[src/rtl/mck_pkg.sv]
package mck_pkg;

    localparam int MAX_CHARS = 8;
    localparam int POS_W     = 4;
    localparam int DUR_W     = 16;
    localparam int CFG_IDX_W = 3;
    localparam int SYM_W     = 5;
    localparam int LEN_W     = 3;
    localparam int NUM_LETTERS = 26;

    localparam logic [7:0] CHAR_A = 8'h41;
    localparam logic [7:0] CHAR_Z = 8'h5A;
    localparam logic [7:0] CHAR_0 = 8'h30;
    localparam logic [7:0] CHAR_9 = 8'h39;

    localparam logic [CFG_IDX_W-1:0] REG_DIT    = 3'd0;
    localparam logic [CFG_IDX_W-1:0] REG_DAH    = 3'd1;
    localparam logic [CFG_IDX_W-1:0] REG_SYMGAP = 3'd2;
    localparam logic [CFG_IDX_W-1:0] REG_LETGAP = 3'd3;

    localparam logic [DUR_W-1:0] RST_DIT    = 16'd100;
    localparam logic [DUR_W-1:0] RST_DAH    = 16'd300;
    localparam logic [DUR_W-1:0] RST_SYMGAP = 16'd100;
    localparam logic [DUR_W-1:0] RST_LETGAP = 16'd300;

    // what the datapath loads into the output register
    typedef enum logic [2:0] {
        K_PULSE  = 3'd0,
        K_GAP    = 3'd1,
        K_XGAP   = 3'd2,
        K_LETTER = 3'd3,
        K_CLOSE  = 3'd4
    } t_kind;

    typedef struct packed {
        logic  load_char;
        logic  emit;
        t_kind kind;
    } t_cmd;

    typedef struct packed {
        logic keyed_in;
        logic end_in;
        logic end_r;
        logic sym_last;
        logic out_free;
    } t_status;

    typedef struct packed {
        logic [LEN_W-1:0] len;
        logic [SYM_W-1:0] bits;
    } t_rom_entry;

    // morse rom: a set bit is a dash, symbols sent from bit len-1 down
    function automatic t_rom_entry mck_rom(input logic [5:0] idx);
        t_rom_entry e;
        case (idx)
            6'd0:  e = '{3'd2, 5'd1};
            6'd1:  e = '{3'd4, 5'd8};
            6'd2:  e = '{3'd4, 5'd10};
            6'd3:  e = '{3'd3, 5'd4};
            6'd4:  e = '{3'd1, 5'd0};
            6'd5:  e = '{3'd4, 5'd2};
            6'd6:  e = '{3'd3, 5'd6};
            6'd7:  e = '{3'd4, 5'd0};
            6'd8:  e = '{3'd2, 5'd0};
            6'd9:  e = '{3'd4, 5'd7};
            6'd10: e = '{3'd3, 5'd5};
            6'd11: e = '{3'd4, 5'd4};
            6'd12: e = '{3'd2, 5'd3};
            6'd13: e = '{3'd2, 5'd2};
            6'd14: e = '{3'd3, 5'd7};
            6'd15: e = '{3'd4, 5'd6};
            6'd16: e = '{3'd4, 5'd13};
            6'd17: e = '{3'd3, 5'd2};
            6'd18: e = '{3'd3, 5'd0};
            6'd19: e = '{3'd1, 5'd1};
            6'd20: e = '{3'd3, 5'd1};
            6'd21: e = '{3'd4, 5'd1};
            6'd22: e = '{3'd3, 5'd3};
            6'd23: e = '{3'd4, 5'd9};
            6'd24: e = '{3'd4, 5'd11};
            6'd25: e = '{3'd4, 5'd12};
            6'd26: e = '{3'd5, 5'd31};
            6'd27: e = '{3'd5, 5'd15};
            6'd28: e = '{3'd5, 5'd7};
            6'd29: e = '{3'd5, 5'd3};
            6'd30: e = '{3'd5, 5'd1};
            6'd31: e = '{3'd5, 5'd0};
            6'd32: e = '{3'd5, 5'd16};
            6'd33: e = '{3'd5, 5'd24};
            6'd34: e = '{3'd5, 5'd28};
            6'd35: e = '{3'd5, 5'd30};
            default: e = '{3'd1, 5'd0};
        endcase
        return e;
    endfunction

endpackage

[src/rtl/mck_ctrl.sv]
module mck_ctrl import mck_pkg::*; (
    input  logic    i_clk,
    input  logic    i_rst_n,
    input  logic    i_in_valid,
    output logic    o_in_stall,
    input  t_status i_st,
    output t_cmd    o_cmd
);

    typedef enum logic [5:0] {
        S_IDLE   = 6'b000001,
        S_ON     = 6'b000010,
        S_GAP    = 6'b000100,
        S_XGAP   = 6'b001000,
        S_LETTER = 6'b010000,
        S_CLOSE  = 6'b100000
    } t_state;

    t_state r_state, n_state;
    logic   accept;

    assign o_in_stall = (r_state != S_IDLE);
    assign accept     = i_in_valid && (r_state == S_IDLE);

    always_comb begin
        n_state         = r_state;
        o_cmd.load_char = accept;
        o_cmd.emit      = 1'b0;
        o_cmd.kind      = K_PULSE;
        unique case (r_state)
            S_IDLE: begin
                if (accept) begin
                    if (i_st.keyed_in) begin
                        n_state = S_ON;
                    end else if (i_st.end_in) begin
                        n_state = S_CLOSE;
                    end
                end
            end
            S_ON: begin
                o_cmd.kind = K_PULSE;
                o_cmd.emit = i_st.out_free;
                if (i_st.out_free) begin
                    n_state = S_GAP;
                end
            end
            S_GAP: begin
                o_cmd.kind = K_GAP;
                o_cmd.emit = i_st.out_free;
                if (i_st.out_free) begin
                    n_state = i_st.sym_last ? S_LETTER : S_XGAP;
                end
            end
            S_XGAP: begin
                o_cmd.kind = K_XGAP;
                o_cmd.emit = i_st.out_free;
                if (i_st.out_free) begin
                    n_state = S_ON;
                end
            end
            S_LETTER: begin
                o_cmd.kind = K_LETTER;
                o_cmd.emit = i_st.out_free;
                if (i_st.out_free) begin
                    n_state = i_st.end_r ? S_CLOSE : S_IDLE;
                end
            end
            S_CLOSE: begin
                o_cmd.kind = K_CLOSE;
                o_cmd.emit = i_st.out_free;
                if (i_st.out_free) begin
                    n_state = S_IDLE;
                end
            end
            default: n_state = S_IDLE;
        endcase
    end

    always_ff @(posedge i_clk) begin
        if (!i_rst_n) begin
            r_state <= S_IDLE;
        end else begin
            r_state <= n_state;
        end
    end

endmodule

[src/rtl/mck_dp.sv]
module mck_dp import mck_pkg::*; (
    input  logic                 i_clk,
    input  logic                 i_rst_n,
    input  logic                 i_cfg_valid,
    input  logic [CFG_IDX_W-1:0] i_cfg_index,
    input  logic [DUR_W-1:0]     i_cfg_data,
    input  logic [7:0]           i_char_code,
    input  logic                 i_message_end,
    input  logic                 i_out_stall,
    input  t_cmd                 i_cmd,
    output t_status              o_st,
    output logic                 o_out_valid,
    output logic                 o_tone_on,
    output logic [DUR_W-1:0]     o_interval_ms,
    output logic [2:0]           o_display_digit,
    output logic                 o_display_enable,
    output logic                 o_last
);

    logic [DUR_W-1:0] r_dit, r_dah, r_symgap, r_letgap;
    logic [POS_W-1:0] r_pos, n_pos;
    logic [SYM_W-1:0] r_shift;
    logic [LEN_W-1:0] r_left;
    logic [2:0]       r_digit;
    logic             r_end;
    logic             r_valid;

    logic             is_letter, is_digit, in_range;
    logic [7:0]       off_a, off_0;
    logic [5:0]       rom_idx;
    t_rom_entry       rom_e;
    logic [POS_W-1:0] digit_full;
    logic [2:0]       digit_in;
    logic [SYM_W-1:0] shift_in;

    logic             n_tone, n_en, n_last;
    logic [DUR_W-1:0] n_dur;

    // config registers
    always_ff @(posedge i_clk) begin
        if (!i_rst_n) begin
            r_dit    <= RST_DIT;
            r_dah    <= RST_DAH;
            r_symgap <= RST_SYMGAP;
            r_letgap <= RST_LETGAP;
        end else if (i_cfg_valid) begin
            unique case (i_cfg_index)
                REG_DIT:    r_dit    <= i_cfg_data;
                REG_DAH:    r_dah    <= i_cfg_data;
                REG_SYMGAP: r_symgap <= i_cfg_data;
                REG_LETGAP: r_letgap <= i_cfg_data;
                default: ;
            endcase
        end
    end

    // character decode
    assign is_letter = (i_char_code >= CHAR_A) && (i_char_code <= CHAR_Z);
    assign is_digit  = (i_char_code >= CHAR_0) && (i_char_code <= CHAR_9);
    assign off_a     = i_char_code - CHAR_A;
    assign off_0     = i_char_code - CHAR_0;
    assign rom_idx   = is_letter ? off_a[5:0] : (6'(NUM_LETTERS) + off_0[5:0]);
    assign rom_e     = mck_rom(rom_idx);
    assign in_range  = (r_pos < POS_W'(MAX_CHARS));
    assign digit_full = 4'd7 - r_pos;
    assign digit_in  = in_range ? digit_full[2:0] : 3'd0;
    // first symbol to the top bit
    assign shift_in  = rom_e.bits << (3'(SYM_W) - rom_e.len);

    always_comb begin
        n_pos = r_pos;
        if (i_message_end) begin
            n_pos = '0;
        end else if (in_range) begin
            n_pos = r_pos + 1'b1;
        end
    end

    always_ff @(posedge i_clk) begin
        if (!i_rst_n) begin
            r_pos <= '0;
        end else if (i_cmd.load_char) begin
            r_pos <= n_pos;
        end
    end

    always_ff @(posedge i_clk) begin
        if (i_cmd.load_char) begin
            r_shift <= shift_in;
            r_left  <= rom_e.len;
            r_digit <= digit_in;
            r_end   <= i_message_end;
        end else if (i_cmd.emit) begin
            if (i_cmd.kind == K_PULSE) begin
                r_shift <= {r_shift[SYM_W-2:0], 1'b0};
            end
            if (i_cmd.kind == K_GAP) begin
                r_left <= r_left - 1'b1;
            end
        end
    end

    // result selection
    always_comb begin
        n_tone = 1'b0;
        n_en   = 1'b1;
        n_last = 1'b0;
        n_dur  = r_symgap;
        unique case (i_cmd.kind) inside
            K_PULSE: begin
                n_tone = 1'b1;
                n_dur  = r_shift[SYM_W-1] ? r_dah : r_dit;
            end
            K_GAP, K_XGAP: n_dur = r_symgap;
            K_LETTER: begin
                n_dur  = r_letgap;
                n_last = !r_end;
            end
            K_CLOSE: begin
                n_dur  = '0;
                n_en   = 1'b0;
                n_last = 1'b1;
            end
            default: n_dur = r_symgap;
        endcase
    end

    assign o_st.keyed_in = in_range && (is_letter || is_digit);
    assign o_st.end_in   = i_message_end;
    assign o_st.end_r    = r_end;
    assign o_st.sym_last = (r_left == 3'd1);
    assign o_st.out_free = !r_valid || !i_out_stall;

    always_ff @(posedge i_clk) begin
        if (!i_rst_n) begin
            r_valid <= 1'b0;
        end else if (i_cmd.emit) begin
            r_valid <= 1'b1;
        end else if (!i_out_stall) begin
            r_valid <= 1'b0;
        end
    end

    always_ff @(posedge i_clk) begin
        if (i_cmd.emit) begin
            o_tone_on        <= n_tone;
            o_interval_ms    <= n_dur;
            o_display_digit  <= r_digit;
            o_display_enable <= n_en;
            o_last           <= n_last;
        end
    end

    assign o_out_valid = r_valid;

endmodule

[src/rtl/morse_code_keyer.sv]
// channel   | direction | handshake                  | payload
// ----------+-----------+----------------------------+-------------------------------------
// input     | in        | i_in_valid / o_in_stall    | i_char_code, i_message_end
// result    | out       | o_out_valid / i_out_stall  | o_tone_on, o_interval_ms,
//           |           |                            | o_display_digit, o_display_enable,
//           |           |                            | o_last
// config    | in        | i_cfg_valid / o_cfg_ready  | i_cfg_index, i_cfg_data
//
// a character is transferred first and then yields its results in order,
// at most 16 results per character
// the controller emits one result per cycle into a single output register,
// so a stall on the result side holds the sequencer in place
// o_in_stall is high from the transfer until the last result is loaded
// synchronous active-low reset clears state and position, reloads default timings
module morse_code_keyer import mck_pkg::*; (
    input  logic                 i_clk,
    input  logic                 i_rst_n,
    // character input
    input  logic                 i_in_valid,
    output logic                 o_in_stall,
    input  logic [7:0]           i_char_code,
    input  logic                 i_message_end,
    // key interval output
    output logic                 o_out_valid,
    input  logic                 i_out_stall,
    output logic                 o_tone_on,
    output logic [DUR_W-1:0]     o_interval_ms,
    output logic [2:0]           o_display_digit,
    output logic                 o_display_enable,
    output logic                 o_last,
    // register writes
    input  logic                 i_cfg_valid,
    output logic                 o_cfg_ready,
    input  logic [CFG_IDX_W-1:0] i_cfg_index,
    input  logic [DUR_W-1:0]     i_cfg_data
);

    t_cmd    cmd;
    t_status st;

    // registers are always writable
    assign o_cfg_ready = 1'b1;

    // sequencer: idle, dit/dah, symbol gap, extra gap, letter gap, closing
    mck_ctrl u_ctrl (
        .i_clk      (i_clk),
        .i_rst_n    (i_rst_n),
        .i_in_valid (i_in_valid),
        .o_in_stall (o_in_stall),
        .i_st       (st),
        .o_cmd      (cmd)
    );

    // rom lookup, position counter, timing registers, output register
    mck_dp u_dp (
        .i_clk            (i_clk),
        .i_rst_n          (i_rst_n),
        .i_cfg_valid      (i_cfg_valid),
        .i_cfg_index      (i_cfg_index),
        .i_cfg_data       (i_cfg_data),
        .i_char_code      (i_char_code),
        .i_message_end    (i_message_end),
        .i_out_stall      (i_out_stall),
        .i_cmd            (cmd),
        .o_st             (st),
        .o_out_valid      (o_out_valid),
        .o_tone_on        (o_tone_on),
        .o_interval_ms    (o_interval_ms),
        .o_display_digit  (o_display_digit),
        .o_display_enable (o_display_enable),
        .o_last           (o_last)
    );

endmodule

[config.mk]
export PLATFORM = sky130hd
export DESIGN_NAME = morse_code_keyer
export DESIGN_NICKNAME = d
export VERILOG_FILES = /design/src/rtl/mck_pkg.sv /design/src/rtl/mck_ctrl.sv /design/src/rtl/mck_dp.sv /design/src/rtl/morse_code_keyer.sv
export SDC_FILE = /design/constraint.sdc
export NUM_CORES = 1
export LEC_CHECK = 0
export BUFFER_PORTS_ARGS = -buffer_cell sky130_fd_sc_hd__buf_2
export CAP_MARGIN = 20
export CORE_MARGIN = 3
export CORE_UTILIZATION = 29
export CTS_CLUSTER_SIZE = 40
export DETAILED_ROUTE_END_ITERATION = 16
export PLACE_DENSITY = 0.52
export SLEW_MARGIN = 10
export SYNTH_ARGS = -nofsm -noshare
export SYNTH_HDL_FRONTEND = slang
export SYNTH_SLANG_ARGS = --single-unit
[constraint.sdc]
create_clock -name i_clk -period 5 [get_ports i_clk]
set_clock_uncertainty 0.15 [all_clocks]
set_input_delay 0.75 -clock i_clk [delete_from_list [all_inputs] [get_ports i_clk]]
set_output_delay 0.75 -clock i_clk [all_outputs]
set_load 0.05 [all_outputs]
### After elaboration in Yosys (flattened, before gate mapping)

Memories as Yosys holds them, arrays and structs flattened.
Cells that the tools add are included.

| storage, ports and cells | value |
|---|---|
| flip-flop bits (word level) | 109 |
| memory bits (read-only) | 512 |
| bits of input ports | 33 |
| output and inout port bits | 25 |
| word-level logic and storage cells | 103 |
| memories | 1 |

| operators by class | value |
|---|---|
| add/subtract/negate cells | 7 |
| magnitude comparators | 5 |
| equality and inequality tests | 22 |
| shift operators | 1 |
| mux-type cells | 28 |
| reduce and logical (&&, ||, !) cells | 23 |

Memories:

| name | depth | bits a word | rd ports | clocked after memory_dff | wr ports | line | source |
|---|---|---|---|---|---|---|---|
| (name not given) | 64 | 8 | 1 | 0 | 0 | mck_pkg.sv:57 | `case (idx)` |

Operators with widths:

| operator | number |
|---|---|
| two-way mux 6 bit | 10 |
| case mux 16 bit (3 select lines) | 1 |
| case mux 6 bit (6 select lines) | 1 |
| two-way mux 5 bit | 4 |
| case mux 4 bit (5 select lines) | 1 |
| two-way mux 16 bit | 1 |
| inequality test 2 x 1 -> 1 bit (second input constant) | 7 |
| AND reduction 2 bit | 7 |
| == test 3 x 1 -> 1 bit (second input constant) | 3 |
| == test 3 x 2 -> 1 bit (second input constant) | 3 |
| two-way mux 3 bit | 3 |
| greater-or-equal comparator 8 x 6 -> 1 bit (second input constant) | 1 |
| greater-or-equal comparator 8 x 7 -> 1 bit (second input constant) | 1 |
| <= comparator 8 x 6 -> 1 bit (second input constant) | 1 |
| <= comparator 8 x 7 -> 1 bit (second input constant) | 1 |
| two-way mux 4 bit | 2 |
| nonzero test 2 bit | 4 |
| AND reduction 7 bit | 1 |
| adder 5 x 6 -> 6 bit (first input constant) | 1 |
| == test 6 x 1 -> 1 bit (second input constant) | 1 |
| == test 6 x 2 -> 1 bit (second input constant) | 1 |
| == test 6 x 3 -> 1 bit (second input constant) | 1 |
| == test 6 x 4 -> 1 bit (second input constant) | 1 |
| == test 6 x 5 -> 1 bit (second input constant) | 1 |
| 17 further kinds | 28 |

### Longest topological paths before layout

Gate-level depths: netlist of the first run.

| logic depth | value |
|---|---|
| depth in word-level cells | 7 |
| mapped depth | 15 |
| depth with buffers taken out | 14 |

### Hierarchy

Synthesis of the first run repeated with hierarchy kept, for this count alone.

| unflattened totals | value |
|---|---|
| cells, all modules | 741 |
| area, all modules | 6510.0 sq um |

By module, submodules not included:

| module | instances | cells an instance | area each (sq um) | seq. area each (sq um) |
|---|---|---|---|---|
| mck_dp | 1 | 676 | 5947.0 | 2402.3 |
| mck_ctrl | 1 | 63 | 551.8 | 120.1 |
| morse_code_keyer | 1 | 2 | 11.3 | 0.0 |

### Worst setup path after synthesis of the first run

No wires, ideal clock.

| timing path | value |
|---|---|
| path kind | input to register |
| start | input port i_char_code[1] |
| end | register u_dp.r_shift[4] (data pin) |
| library setup time | 0.263 ns |
| arrival time | 3.457 ns |
| required time | 4.587 ns |
| slack | 1.130 ns |
| stages | 14 |
| buffers on the path | 0 |
| path through | inv_1 ha_1 or3b_4 nor3_4 nor2_1 a21oi_2 inv_1 ha_1 a21oi_1 a211oi_1 o311ai_4 o211ai_2 a41oi_2 o31ai_1 |

| between the ends | value |
|---|---|
| word-level cells in the longest chain between the ends | 7 |

RTL lines:

| item | line | source |
|---|---|---|
| start, declared | morse_code_keyer.sv:21 | `input logic [7:0] i_char_code,` |
| subtractor 6 bit, or another cell as far along | mck_dp.sv:61 | `assign off_0 = i_char_code - CHAR_0;` |
| adder 5 x 6 -> 6 bit / logical AND 1 bit (equally long branches) | mck_dp.sv:62, mck_dp.sv:58 |  |
| two-way mux 6 bit (*) | mck_dp.sv:62 | `assign rom_idx = is_letter ? off_a[5:0] : (6'(NUM_LETTERS) + off_0[5:0]);` |
| memory (64 x 8 bit) (*) | n/a |  |
| subtractor 3 bit | mck_dp.sv:68 | `assign shift_in = rom_e.bits << (3'(SYM_W) - rom_e.len);` |
| left shift 5 x 3 -> 5 bit (*) | mck_dp.sv:68 |  |
| two-way mux 5 bit (*) | mck_dp.sv:88 | `if (i_cmd.load_char) begin` |
| end signal, assigned | mck_dp.sv:89 | `r_shift <= shift_in;` |
| end signal, assigned | mck_dp.sv:95 | `r_shift <= {r_shift[SYM_W-2:0], 1'b0};` |
| end, declared | mck_dp.sv:22 | `logic [SYM_W-1:0] r_shift;` |

Every way passes the cells marked *; elsewhere a longest branch is shown, timed or not.
A chain may end at the register's enable or synchronous reset.

### Worst setup path after layout of the first run

Same ends and word-level chain as after synthesis.

==> run metrics, run 1 <==
core area=0.0189 sq mm; clk_lat worst skew=350 ps; post-route fraction of the period consumed by the critical path=0.823; element type at the critical path end=flip-flop; Post-Synthesis Cells=639; Reg-to-Reg Start=u_ctrl.r_state[2]$_SDFFE_PN0P_; Unique masters post-synth=76; Slew HR=0.247; total negative slack for setup checks=0 ps; critical path's slowest cell=o311ai_4; routed vias=4803; top cell type by total area after synthesis=dfxtp_1; H-Tree Depth=3; residual overflow from global routing=0; post-route design area=0.00642 sq mm; critical register-to-register path endpoint=u_dp.r_shift[4]$_DFFE_PP_; number of diodes added for antenna fixing=0; cell-by-cell trace of the critical path=buf_2, inv_1, ha_1, or3b_4, nor3_4, nor2_1, a21oi_2, inv_1, ha_1, a21oi_1, a211oi_1, o311ai_4, o211ai_2, a41oi_2, o31ai_1; Worst R2R Path Depth=6; EDFF count, synth=34; slew at the pin closest to its max-slew limit=between 1000 and 1500 ps; Switch Pwr=0.000876 W; CTS buffer count=9; initial antenna violation count=0; count of maximum capacitance violations=0; static leakage=between 2 and 2.5 nW; synthesis warning total=0; fraction of the yosys area taken by sequential cells=0.449; Synthesized Nets=690; Vert. Die Dim=between 100 and 150 microns; worst-case hold slack=274 ps; number of buffers inserted by post-CTS setup repair=0; required arrival time at the worst endpoint=a little under 5000 ps; post-detailed-placement half-perimeter wirelength=10100 microns; worst path arrival time=approximately 4100 ps; pre-CTS worst setup slack=about 580 ps; die width=145 microns; setup repair after global routing missed its margin=false; die area=around 0.021 sq mm; cell with the most instances after synthesis=nand2_1; global-route wire length before repair=23900 microns; proportion of layout cells with a drive suffix above 1=0.152; register bit count reported by yosys=about 110; Power per Cell Area=393 mW/mm^2; vias in the first global route=roughly 4700; I/O pins=58; cts-stage hold buffer count=0; switching portion of total power=0.347; number of stages on the worst setup path=15; count of port buffers added during placement=56; Top Family by Delay on Critical Path=compound AO/OA/AOI/OAI gates; Avg Inst Size Synth=8.79 sq um; clock slew at reported path FFs=approximately 70 ps; total setup violations reported at the end of the flow=0; crit path max fanout=8; Initial Util=0.297; Final Net Count=728; share of the synthesized area in the top cell type=0.267; Comb pwr share=0.274; largest cells by area after synthesis=dfxtp_1, edfxtp_1, nand2_1, a21oi_1, ha_1; Slew Limit Fails=0; Total Wirelength=14900 microns; critical path endpoint=u_dp.r_shift[4]$_DFFE_PP_; clock root cell=clkbuf_16; sequential group share of total power=0.445; category of the critical setup timing path=in -> reg; largest buffer count on any clock path=2; CTS tree=yes; final period demand of the worst path=between 4000 and 5000 ps; Fin. Hold Viols=0; top achievable clock speed=243 MHz; number of rows created at floorplan=50; biggest cell delay along the critical path=460 ps; Layout area overhead=14.2%; maximum number of pins on one net before global-route repair=34; share of total power in the clock network=0.281; sort of element at the start of the critical path=input port; Max VDD drop=0.165 mV; critical path launch point=i_char_code[1]; Sinks on Clock Net=109; First-pass DRT Iterations=5; total routing usage reported by global routing=0.137; slack of the worst reg-to-reg path=1990 ps; design internal power=0.00165 W; number of DRC markers after the initial detailed-route iteration=377; gp weighted congestion=0.894; CTS resizes=0; fraction of registers with async set/reset=0; status=finished, final reports clean; final routed wire length divided by cell count=15.8 microns; synth cell count leaders=nand2_1, dfxtp_1, a21oi_1; synthesized area=roughly 0.0056 sq mm; antenna-violating nets left=0; path category of the worst min-delay check=reg -> reg; Worst Setup Slack, final=883 ps; main flop type after synthesis=dfxtp_1; post-detailed-route via-to-cell ratio=5.10; DP Area=0.00611 sq mm; count of unresolved DRC violations after routing=0; number of buffer and inverter stages on the critical path=3
[how the worst min path moves through the flow]
stage	start	endpoint	slack, ps	cells after the start
detailed placement	u_dp.r_digit[2]$_SDFFCE_PP0P_	u_dp.o_display_digit[2]$_DFFE_PP_	260	0
global placement	u_dp.r_digit[0]$_SDFFCE_PP0P_	u_dp.o_display_digit[0]$_DFFE_PP_	260	0
finish	u_dp.r_digit[2]$_SDFFCE_PP0P_	u_dp.o_display_digit[2]$_DFFE_PP_	270	0
global route	u_dp.r_digit[2]$_SDFFCE_PP0P_	u_dp.o_display_digit[2]$_DFFE_PP_	280	0
floorplan	u_dp.r_digit[0]$_SDFFCE_PP0P_	u_dp.o_display_digit[0]$_DFFE_PP_	250	0
CTS	u_dp.r_digit[2]$_SDFFCE_PP0P_	u_dp.o_display_digit[2]$_DFFE_PP_	280	0
[routing by layer]
| metal | GRT usage | vias up | part of all wire |
|---|---|---|---|
| met4 | 0.0418 | 0 | 0.017 |
| met2 | 0.236 | 130 | 0.49 |
| met5 | 0 | - | 0 |
| met1 | 0.175 | 2295 | 0.44 |
| met3 | 0.0219 | 24 | 0.045 |
| li1 | - | 2354 | - |
[cell families after synthesis]
logic type	after synthesis	synth area share
AND/OR/NAND/NOR	261	0.217
AO/OA/AOI/OAI	177	0.216
flip-flops	109	0.449
buffers and inverters	52	0.0399
adder cells (fa/ha/maj)	18	0.0401
multiplexers	18	0.0321
XOR/XNOR	3	0.00468
other	1	0.000668
[cell usage in the layout, fill, tap and decap left out, types with 4 or more instances in the layout]
| master | instances |
|---|---|
| o21ai_0 | 33 |
| ha_1 | 18 |
| a32oi_1 | 4 |
| buf_4 | 7 |
| nand2b_1 | 7 |
| a21oi_1 | 58 |
| nand3_1 | 28 |
| mux2i_1 | 18 |
| nor3_1 | 7 |
| inv_1 | 14 |
| edfxtp_1 | 34 |
| a21boi_0 | 15 |
| nand2_1 | 148 |
| a211oi_1 | 5 |
| a22oi_1 | 17 |
| nand4_1 | 4 |
| dfxtp_1 | 75 |
| nor2_1 | 24 |
| nor4_1 | 4 |
| clkbuf_16 | 10 |
| nor2b_1 | 4 |
| or3_1 | 6 |
| buf_2 | 56 |
[cell type report]
type                            count  area (sq um)
Clock buffer                       11           264
Clock inverter                      5          38.8
Fill cell                        1986         12500
Inverter                           16          60.1
Multi-Input combinational cell    478          2870
Sequential cell                   109          2520
Tap cell                          260           325
Timing Repair Buffer               63           333
[power by group through the flow]
stage | logic (W) | clock network [W] | registers, W
3_5_place_dp | 0.000692 | 0 | 0.00114
4_1_cts | 0.000694 | 0.000726 | 0.00112
3_3_place_gp | 0.000683 | 0 | 0.00114
2_1_floorplan | 0.000428 | 0 | 0.00121
6_report | 0.000692 | 0.000708 | 0.00112
5_1_grt | 0.000754 | 0.000763 | 0.00114
[state kept, by name, summed over array words and instances (netlist names)]
name and cells:
u_dp.o_interval_ms 16, u_dp.r_dah 16, u_dp.r_dit 16, u_dp.r_letgap 16
u_dp.r_symgap 16, u_ctrl.r_state 6, u_dp.r_shift 5, u_dp.r_pos 4
u_dp.o_display_digit 3, u_dp.r_digit 3, u_dp.r_left 3, u_dp.o_display_enable 1
u_dp.o_last 1, u_dp.o_out_valid 1, u_dp.o_tone_on 1, u_dp.r_end 1
[per-stage QoR]
step / total power, W / util / std cells
floorplan: 0.00164 / - / 639
global placement: 0.00182 / 0.324 / 926
CTS: 0.00254 / 0.340 / 942
finish: 0.00252 / 0.340 / 942
global route: 0.00265 / 0.340 / 942
detailed placement: 0.00183 / 0.324 / 926
[worst reg2reg max path, cell delays in order, from the launching register on]
cell	delay, ps
dfxtp_1	350
or4_1	560
nor3b_1	510
nand2_1	420
clkinv_1	380
nand2_1	180
o31ai_1	290
Power figures use the tool's default switching activity.
==> run 2, diff against run 1 <==
PLACE_DENSITY = 0.54   (was 0.52)
clock period = 3.4 ns   (was 5 ns; I/O delays follow)
==> run 2 against run 1 <==
Against the previous run: first-iteration DRC count grew 0.80%; largest cell class unchanged; sequential power grew 44%; sequential share of layout area shrank 2.5 points; final cell count grew 5.9%.
==> run metrics, run 2 (synthesis gave the netlist of run 1 again) <==
die width=145 microns (unchanged); vias in the first global route=4584 (was 4653); antenna-violating nets left=0 (unchanged); depth of the worst hold-timing path=0 (unchanged); DP Area=0.00659 sq mm (was 0.00611 sq mm); clock root cell=clkbuf_16 (unchanged); status=finished, final reports clean (unchanged); beginning of the worst hold path=u_dp.r_digit[2]$_SDFFCE_PP0P_ (unchanged); clk_lat worst skew=340 ps (was 350 ps); CTS buffer count=9 (unchanged); critical register-to-register path endpoint=u_dp.r_left[1]$_DFFE_PP_ (was u_dp.r_shift[4]$_DFFE_PP_); cts-stage hold buffer count=0 (unchanged); core area=0.0189 sq mm (unchanged); Fin. Hold Viols=0 (unchanged); crit path max fanout=7 (was 8); final routed wire length divided by cell count=15.0 microns (was 15.8 microns); post-route fraction of the period consumed by the critical path=0.936; slew at the pin closest to its max-slew limit=816 ps (was 1130 ps); number of diodes added for antenna fixing=0 (unchanged); number of DRC markers after the initial detailed-route iteration=380 (was 377); Total Wirelength=14900 microns (about the same); static leakage=2.59 nW (was 2.34 nW); CTS tree=yes (unchanged); CTS resizes=0 (unchanged); Initial Util=0.297 (unchanged); total routing usage reported by global routing=0.141 (was 0.137); residual overflow from global routing=0 (unchanged); post-route design area=0.00686 sq mm (was 0.00642 sq mm); sort of element at the start of the critical path=input port (unchanged); maximum number of pins on one net before global-route repair=41 (was 34); pre-CTS worst setup slack=-133 ps (was 582 ps); final period demand of the worst path=3180 ps; clock slew at reported path FFs=70 ps (about the same); H-Tree Depth=3 (unchanged); global-route wire length before repair=24400 microns (was 23900 microns); gp weighted congestion=0.839 (was 0.894); slack of the worst reg-to-reg path=750 ps (was 1990 ps); Sinks on Clock Net=109 (unchanged); Reg-to-Reg Start=u_ctrl.r_state[2]$_SDFFE_PN0P_ (unchanged); category of the critical setup timing path=in -> reg (unchanged); post-detailed-route via-to-cell ratio=4.91 (was 5.10); Slew HR=0.456 (was 0.247); count of port buffers added during placement=56 (unchanged); Power per Cell Area=545 mW/mm^2 (was 393 mW/mm^2); Max VDD drop=0.261 mV (was 0.165 mV); post-detailed-placement half-perimeter wirelength=10400 microns (was 10100 microns); worst path arrival time=3130 ps (was 4060 ps); count of unresolved DRC violations after routing=0 (unchanged); total setup violations reported at the end of the flow=0 (unchanged); Slew Limit Fails=0 (unchanged); largest buffer count on any clock path=2 (unchanged); initial antenna violation count=0 (unchanged); path category of the worst min-delay check=reg -> reg (unchanged); count of maximum capacitance violations=0 (unchanged); routed vias=4896 (was 4803); proportion of layout cells with a drive suffix above 1=0.228 (was 0.152); Layout area overhead=22.1% (was 14.2%); top achievable clock speed=314 MHz; First-pass DRT Iterations=4 (was 5); Final Net Count=784 (was 728); Worst R2R Path Depth=7 (was 6); I/O pins=58 (unchanged); required arrival time at the worst endpoint=3340 ps (was 4950 ps); die area=0.0211 sq mm (unchanged); hold endpoint=u_dp.o_display_digit[2]$_DFFE_PP_ (unchanged); number of rows created at floorplan=50 (unchanged); leading cell types in the layout, fill and taps excluded=nand2_1, dfxtp_1, buf_4 (was nand2_1, dfxtp_1, a21oi_1); most common cell after layout, fill and taps aside=nand2_1 (unchanged); Worst Setup Slack, final=216 ps (was 883 ps); element type at the critical path end=flip-flop (unchanged); setup repair after global routing missed its margin=false (unchanged); number of buffers inserted by post-CTS setup repair=0 (unchanged); Vert. Die Dim=145 microns (unchanged)
==> run 2: layout make-up <==
cell class	count	area [sq um]
fillers	2000	12000
clock buffers	11	233
inverters	16	63.8
multi-input cells	478	2920
repair buffers	119	753
well taps	260	325
flip-flops and latches	109	2520
clock inverters	5	35.0
==> run 2: metal layers <==
layer	vias to the layer above	wire length [microns]	track usage
met4	0	142	0.0385
met2	87	6780	0.224
met1	2340	7450	0.200
li1	2462	-	-
met5	-	0	0
met3	7	568	0.0197
==> run 2: report_power, final <==
part	switching, W	internal, W
clock network	0.000471	0.000500
registers	0.0000742	0.00153
logic	0.000764	0.000397
total	0.00131	0.00243
==> run 2: worst max path at each step <==
stage	startpoint	endpoint	slack (ps)	depth (start not counted)
after global routing	i_char_code[1]	u_dp.r_shift[4]$_DFFE_PP_	5	16
after floorplan	i_char_code[1]	u_dp.r_shift[4]$_DFFE_PP_	-120	14
after detailed placement	i_char_code[1]	u_dp.r_shift[4]$_DFFE_PP_	-130	14
after CTS	i_char_code[1]	u_dp.r_shift[4]$_DFFE_PP_	230	14
after global placement	i_char_code[1]	u_dp.r_shift[2]$_DFFE_PP_	-120	16
final	i_char_code[1]	u_dp.r_shift[4]$_DFFE_PP_	220	14
==> run 2: per-stage QoR <==
| step | power (W) | cells | setup TNS (ps) | hold slack, ps | utilization |
|---|---|---|---|---|---|
| floorplan | 0.00242 | 639 | -210 | 250 | - |
| global placement | 0.00280 | 982 | -454 | 252 | 0.349 |
| detailed placement | 0.00280 | 982 | -482 | 261 | 0.349 |
| CTS | 0.00376 | 998 | 0 | 268 | 0.363 |
| global route | 0.00393 | 998 | 0 | 275 | 0.363 |
| finish | 0.00374 | 998 | 0 | 276 | 0.363 |
==> run 2: critical path, cell delays in order <==
cell and delay (ps):
buf_2 120, clkinvlp_4 100, ha_4 150, or3b_4 390, nor3_4 200, nor2_1 70
a21oi_2 110, buf_4 160, ha_1 240, or3_1 360, a32oi_1 240, nand3_1 160
a41oi_2 220, o31ai_1 90
